File: config.mk
export PLATFORM = sky130hd
export DESIGN_NAME = rsas_fifo
export DESIGN_NICKNAME = d
export VERILOG_FILES = /design/src/hdl/rsas_pkg.sv /design/src/hdl/rsas_fifo.sv
export VERILOG_INCLUDE_DIRS = /design/src /design/src/hdl
export SDC_FILE = /design/constraint.sdc
export NUM_CORES = 1
export LEC_CHECK = 0
export ABC_AREA = 1
export ABC_CLOCK_PERIOD_IN_PS = 1800
export BUFFER_PORTS_ARGS = -buffer_cell sky130_fd_sc_hd__buf_2
export CAP_MARGIN = 20
export CORE_UTILIZATION = 35
export DETAILED_ROUTE_END_ITERATION = 10
export GPL_ROUTABILITY_DRIVEN = 1
export GPL_TIMING_DRIVEN = 0
export MAX_ROUTING_LAYER = met4
export SLEW_MARGIN = 15
export SYNTH_ARGS = -nofsm -noshare
export SYNTH_HDL_FRONTEND = slang
export SYNTH_SLANG_ARGS = --single-unit
export TNS_END_PERCENT = 5
File: constraint.sdc
create_clock -name aclk -period 1.8 [get_ports aclk]
set_input_delay 0.36 -clock aclk [delete_from_list [all_inputs] [get_ports aclk]]
set_output_delay 0.36 -clock aclk [all_outputs]
set_load 0.05 [all_outputs]
File: src/hdl/rotated_sorted_array_search_assert.svh
// ---------------------------------------------------------------------------
// Assertion macros for the rotated sorted array search block
// Clocked, reset-qualified property checks; compiled out with ASSERT_OFF.
// ---------------------------------------------------------------------------
`ifndef ROTATED_SORTED_ARRAY_SEARCH_ASSERT_SVH
`define ROTATED_SORTED_ARRAY_SEARCH_ASSERT_SVH

`ifndef ASSERT_OFF

// Condition holds at every clock edge out of reset
`define RSAS_ASSERT(lbl, clk, rstn, cond) \
    lbl: assert property (@(posedge clk) disable iff (!rstn) (cond)) \
        else $error("rsas assertion failed");

// Same-cycle implication
`define RSAS_ASSERT_IMPL(lbl, clk, rstn, pre, post) \
    lbl: assert property (@(posedge clk) disable iff (!rstn) (pre) |-> (post)) \
        else $error("rsas implication failed");

// Next-cycle implication
`define RSAS_ASSERT_NEXT(lbl, clk, rstn, pre, post) \
    lbl: assert property (@(posedge clk) disable iff (!rstn) (pre) |=> (post)) \
        else $error("rsas next-cycle check failed");

`else

`define RSAS_ASSERT(lbl, clk, rstn, cond)
`define RSAS_ASSERT_IMPL(lbl, clk, rstn, pre, post)
`define RSAS_ASSERT_NEXT(lbl, clk, rstn, pre, post)

`endif

`endif

File: src/hdl/rsas_pkg.sv
// ---------------------------------------------------------------------------
// rsas_pkg
// Shared types and constants of the rotated sorted array search block.
// ---------------------------------------------------------------------------
`default_nettype none

package rsas_pkg;

    // Field widths
    localparam int DATA_W        = 32;
    localparam int FUNC_W        = 2;
    localparam int POS_W         = 10;
    localparam int S_TDATA_W     = 32;
    localparam int M_TDATA_W     = 16;

    // Defaults and sizes
    localparam int MAX_ELEMENTS_DEF = 1024;
    localparam int QUEUE_DEPTH      = 4;

    // Function codes on the input channel
    localparam logic [FUNC_W-1:0] FUNC_APPEND = 2'd0;
    localparam logic [FUNC_W-1:0] FUNC_SEARCH = 2'd1;
    localparam logic [FUNC_W-1:0] FUNC_CLEAR  = 2'd2;

    // Decoded operation carried through the queue
    typedef enum logic [1:0] {
        OP_APPEND,
        OP_SEARCH,
        OP_CLEAR
    } op_t;

    typedef struct packed {
        op_t                      op;
        logic signed [DATA_W-1:0] value;
    } cmd_t;

    // Queue status toward the back end
    typedef struct packed {
        logic empty;
        logic full;
    } q_status_t;

    // Back-end sequencer states
    typedef enum logic [3:0] {
        S_IDLE,
        S_RD_LO,
        S_RD_HI,
        S_CMP_LH,
        S_RD_NXT,
        S_RD_PRV,
        S_CMP_MID,
        S_PIV_RD,
        S_PIV_CMP,
        S_BS_CHK,
        S_BS_CMP,
        S_DONE
    } state_t;

endpackage

`default_nettype wire

File: src/hdl/rsas_fifo.sv
// ---------------------------------------------------------------------------
// rsas_fifo
// Short command queue between the decode front end and the search engine.
// ---------------------------------------------------------------------------
`default_nettype none

module rsas_fifo
    import rsas_pkg::*;
(
    input  wire logic      aclk,
    input  wire logic      aresetn,
    input  wire logic      push,
    input  wire cmd_t      push_cmd,
    input  wire logic      pop,
    output cmd_t           head_cmd,
    output q_status_t      status
);

`include "rotated_sorted_array_search_assert.svh"

    localparam int PTR_W = $clog2(QUEUE_DEPTH);
    localparam int CNT_W = $clog2(QUEUE_DEPTH + 1);

    cmd_t             slot_reg [QUEUE_DEPTH];
    logic [PTR_W-1:0] wr_ptr_reg, wr_ptr_next;
    logic [PTR_W-1:0] rd_ptr_reg, rd_ptr_next;
    logic [CNT_W-1:0] cnt_reg, cnt_next;

    assign status.empty = (cnt_reg == '0);
    assign status.full  = (cnt_reg == CNT_W'(QUEUE_DEPTH));
    assign head_cmd     = slot_reg[rd_ptr_reg];

    // Pointer and fill count update
    always_comb begin
        wr_ptr_next = wr_ptr_reg;
        rd_ptr_next = rd_ptr_reg;
        cnt_next    = cnt_reg;
        if (push) begin
            wr_ptr_next = (wr_ptr_reg == PTR_W'(QUEUE_DEPTH - 1)) ? '0 : wr_ptr_reg + 1'b1;
        end
        if (pop) begin
            rd_ptr_next = (rd_ptr_reg == PTR_W'(QUEUE_DEPTH - 1)) ? '0 : rd_ptr_reg + 1'b1;
        end
        if (push && !pop) begin
            cnt_next = cnt_reg + 1'b1;
        end else if (pop && !push) begin
            cnt_next = cnt_reg - 1'b1;
        end
    end

    always_ff @(posedge aclk) begin
        if (!aresetn) begin
            wr_ptr_reg <= '0;
            rd_ptr_reg <= '0;
            cnt_reg    <= '0;
        end else begin
            wr_ptr_reg <= wr_ptr_next;
            rd_ptr_reg <= rd_ptr_next;
            cnt_reg    <= cnt_next;
        end
    end

    // Slot storage
    always_ff @(posedge aclk) begin
        if (push) begin
            slot_reg[wr_ptr_reg] <= push_cmd;
        end
    end

    `RSAS_ASSERT(a_no_push_full, aclk, aresetn, !(push && status.full))
    `RSAS_ASSERT(a_no_pop_empty, aclk, aresetn, !(pop && status.empty))
    `RSAS_ASSERT(a_cnt_bound, aclk, aresetn, cnt_reg <= CNT_W'(QUEUE_DEPTH))

endmodule

`default_nettype wire

# Yosys cells after proc, flatten, opt, wreduce, memory -nomap -nowiden
# Memories as Yosys holds them, arrays and structs flattened. A register that Yosys moved wholly into a read port is not among the register bits.
# Index checks and enable logic that the tools add are counted.
# word_totals
reg_bits,7
ramBits,136
inputBits,38
output_inout_bits,36
wordCells,25
mem_count,1
# op_classes
add_sub_neg,4
eq_ne,3
n_mux,8
reduce_logical,6
# mem_list
name,words,word_bits,rd,rd_clocked_by_memory_dff,write_ports,line,source
slot_reg,4,34,1,1,1,rsas_fifo.sv:24,cmd_t slot_reg [QUEUE_DEPTH];
# ops
op,count
2-to-1 mux 2 bit,4
2-to-1 mux 3 bit,2
"adder 2 x 1 -> 2 bit, second input constant",2
"== test 2 bit, second input constant",2
"adder 3 x 1 -> 3 bit, second input constant",1
"== test 3 bit, second input constant",1
logical NOT 3 bit,1
"subtractor 3 x 1 -> 3 bit, second input constant",1
logical AND 1 bit,2
logical NOT 1 bit,2
2-to-1 mux 1 bit,2
nonzero test 2 bit,1

# Longest topological paths before layout
# logic_depth
depth_word,4
depth_mapped,10
ltp_nobuf,10

# Least setup slack after synthesis
# OpenSTA, ideal clock, no wires.
# synth_path
path_type,reg2out
startpoint,register with a tool-made name
endpoint,output port head_cmd[15] (netlist name)
arrival_time_ns,1.469
required_time_ns,1.440
setup_slack_ns,-0.029
stages_incl_launch_ff,6
cell_sequence,dfxtp_1 -> buf_6 -> inv_6 -> buf_2 -> nor2_1 -> o22ai_1
# synth_rtl
element,line,source
to (decl),rsas_fifo.sv:15,"output cmd_t head_cmd,"

==> impl_metrics.csv <==
group,metric,value,unit
critical_path,worstReg2RegStart,"wr_ptr_reg[0]",
sta,maxSlewViolCount,0,
global_routing,gr-total-overflow,0,
sta,setup_ws,-0.149,ns
power,p_sw,2.21,mW
route,drc,0,
power,p_seq_share,45.3,%
sta,fin_crit,1.95,ns
finish,largest_reg_flops,136,
status,outcome,"finished with violations",
die,core-area,0.0159,mm²
critical_path,crit_top_cell,"buf_4",
power,peakVddDrop,0.657,mV
die,initial_core_util,35.9,%
hold_path,hold_path_class,"primary input to register",
global_routing,antenna_found_initial,2,
power,leakage,2.70,nW
route,drt_wl_total,12.4,mm
power,p_int,6.41,mW
route,routedWlPerCell,17.2,µm
power,power_density,1160,mW/mm²
power,switching_share,25.7,%
critical_path,cp_max_fo,6,
sta,clock.fmax,513,MHz
placed_design,portBuffers,73,
finish,fin_nets,533,
clock_tree,htreeDepth,4,
clock_tree,cts.clk_slew.worst_paths,0.06,ns
synthesis,synth_area,0.00571,mm²
synthesis,synth_nets,433,
sta,period_share,108,%
critical_path,r2r_slack,0.34,ns
job,drv_cap,0,
hold_path,hold_start,"push_cmd[6]",
synthesis,synth_area_per_cell,14.7,µm²
synthesis,synthCells,388,
critical_path,worstPathArrival,1.59,ns
clock_tree,clk_latency,0.40,ns
critical_path,crit_chain,"inv_8, buf_12, buf_4, o21ai_1, o22ai_1, buf_4",
clock_tree,cts.sinks,145,
placed_design,hpwl,7.67,mm
sta,fin_skew,0.00977,ns
placed_design,dp.cells,681,
global_routing,grt_max_degree,30,
critical_path,critPathMaxStageDelay,0.44,ns
finish,fin_cells,719,
die,dieWidth,130,µm
global_routing,grt_pass1_wl,18.5,mm
power,p_clk_share,37.3,%
placed_design,gp_congestion,0.723,
sta,slew_headroom,79.9,%
sta,setup_viol_count_final,34,
sta,setup_tns,-4.05,ns
synthesis,synth_seq_cells,145,
die,die_area,0.0168,mm²
critical_path,critPathCaptureType,"output pin",
critical_path,path_class,"register to output pin",
synthesis,synth.distinct_cells,24,
clock_tree,cts_tree,"built",
clock_tree,cts_buffers,17,
route,dr.first_iter.drc_count,180,
power,pwr-share-comb,17.4,%
die,num_rows,46,
die,die_y,130,µm
status,violations,"setup timing",
sta,grt_setup_unrepaired,"true",
clock_tree,cts_max_path_buffers,2,
power,design_power_total,8.63,mW
synthesis,ys_seq_area_share,74.7,%
route,vias,3392,
route,drt-pass1-iter-count,5,
global_routing,grt_pass1_vias,3579,
critical_path,worst_path_max_delay_cell,"dfxtp_4",
critical_path,cp-start-kind,"register",
route,routed_via_density,4.72,
die,io_pins,74,
finish,area_growth,30.5,%
synthesis,synth_warnings,0,
global_routing,track_usage,16.1,%
synthesis,synth.largest_area_cell,"edfxtp_1",
clock_tree,cts-root-buf,"clkbuf_16",
route,ant_nets,0,
synthesis,ys_top_cells_by_area,"edfxtp_1 72%, o21ai_0 5.8%, o22ai_2 4.4%",
finish,drive_gt1_share,37.1,%
synthesis,synth_top_area_share,71.6,%
sta,hold_violations,0,
critical_path,cp.required,1.44,ns
sta,worstMarginPinSlew,0.301,ns
-- repair_timing --
item / 4_1_cts / 5_1_grt
endpoints found under the setup margin: 34 / 34
hold buffers: 0 / 0
pin swaps: 15 / 7
gates resized for setup: 98 / 36
setup buffers: 2 / 0
cloned: 1 / 2
endpoints found under the hold margin: 0 / 0
-- metrics by stage --
stage	worst slack (ns)	instance area (µm²)	util, %	hold WS, ns
after floorplan	-0.0286	5710	-	0.459
after global placement	-0.482	6350	40.0	0.500
after detailed placement	-0.00553	6430	40.5	0.543
after CTS	-0.231	7320	46.1	0.141
after global routing	-0.225	7450	46.9	0.147
final	-0.149	7450	46.9	0.167
-- kinds of logic after synthesis --
| kind of cell | after synthesis | synth area share, % |
|---|---|---|
| fa+ha+maj | 7 | 1.67 |
| flops | 145 | 74.7 |
| compound gates | 108 | 12.4 |
| simple gates | 90 | 6.95 |
| buf+inv | 37 | 4.08 |
| xor+xnor | 1 | 0.154 |
-- worst max-delay path, delay by kind of cell (launching register included) --
kind,cells,cell delay (ns)
compound gates,2,0.19
flops,1,0.44
buf+inv,4,0.53
-- power groups by stage --
stage	Sequential (mW)	Clock, mW	Combinational, mW
final	3.91	3.22	1.50
after detailed placement	3.97	0	1.27
after global placement	3.97	0	1.22
after floorplan	3.96	0	0.886
after CTS	3.90	3.28	1.48
after global routing	3.92	3.43	1.59
-- cell type report --
cell class | count | area, µm²
well taps | 216 | 270
fillers | 1415 | 8440
inverters | 16 | 67.6
repair buffers | 82 | 736
plain buffers | 20 | 262
clock buffers | 25 | 455
diodes | 2 | 5.00
multi-input cells | 206 | 1300
flip-flops and latches | 145 | 4270
clock inverters | 7 | 85.1
-- synth_stat cells --
| cell | count |
|---|---|
| ha_1 | 6 |
| a21oi_1 | 3 |
| fa_1 | 1 |
| nor3_1 | 4 |
| dfxtp_1 | 9 |
| nor2_1 | 56 |
| buf_2 | 12 |
| o22ai_2 | 20 |
| nand3_1 | 1 |
| buf_12 | 3 |
| buf_6 | 2 |
| o22ai_1 | 14 |
| inv_2 | 1 |
| nor2_2 | 20 |
| o21ai_0 | 66 |
| inv_6 | 1 |
| nand4_1 | 1 |
| buf_4 | 2 |
| o21ai_1 | 5 |
| inv_1 | 14 |
| edfxtp_1 | 136 |
| nand2_1 | 8 |
| clkbuf_2 | 2 |
| xor2_1 | 1 |
-- placed cells by master (no fill, tap or decap), types with 10 or more instances in the layout --
| cell | n |
|---|---|
| edfxtp_1 | 136 |
| nor2_1 | 56 |
| o21ai_0 | 46 |
| buf_2 | 39 |
| buf_6 | 32 |
| o22ai_2 | 28 |
| o21ai_1 | 21 |
| clkbuf_16 | 20 |
| nor2_2 | 17 |
| buf_4 | 14 |
| inv_1 | 10 |
-- routing by layer --
metal / GRT usage, % / wire length, µm
met5: - / 0
met3: 4.54 / 618
met2: 27.2 / 6410
met1: 18.5 / 5310
met4: 4.92 / 65
-- worst paths after layout --
path	cells after the start	end
worst max-delay path	6	head_cmd[26]
worst min register to register	2	wr_ptr_reg[1]
worst min-delay path	1	slot_reg[2][6]
worst max register to register	5	slot_reg[2][1]
Power figures use the tool's default switching activity.
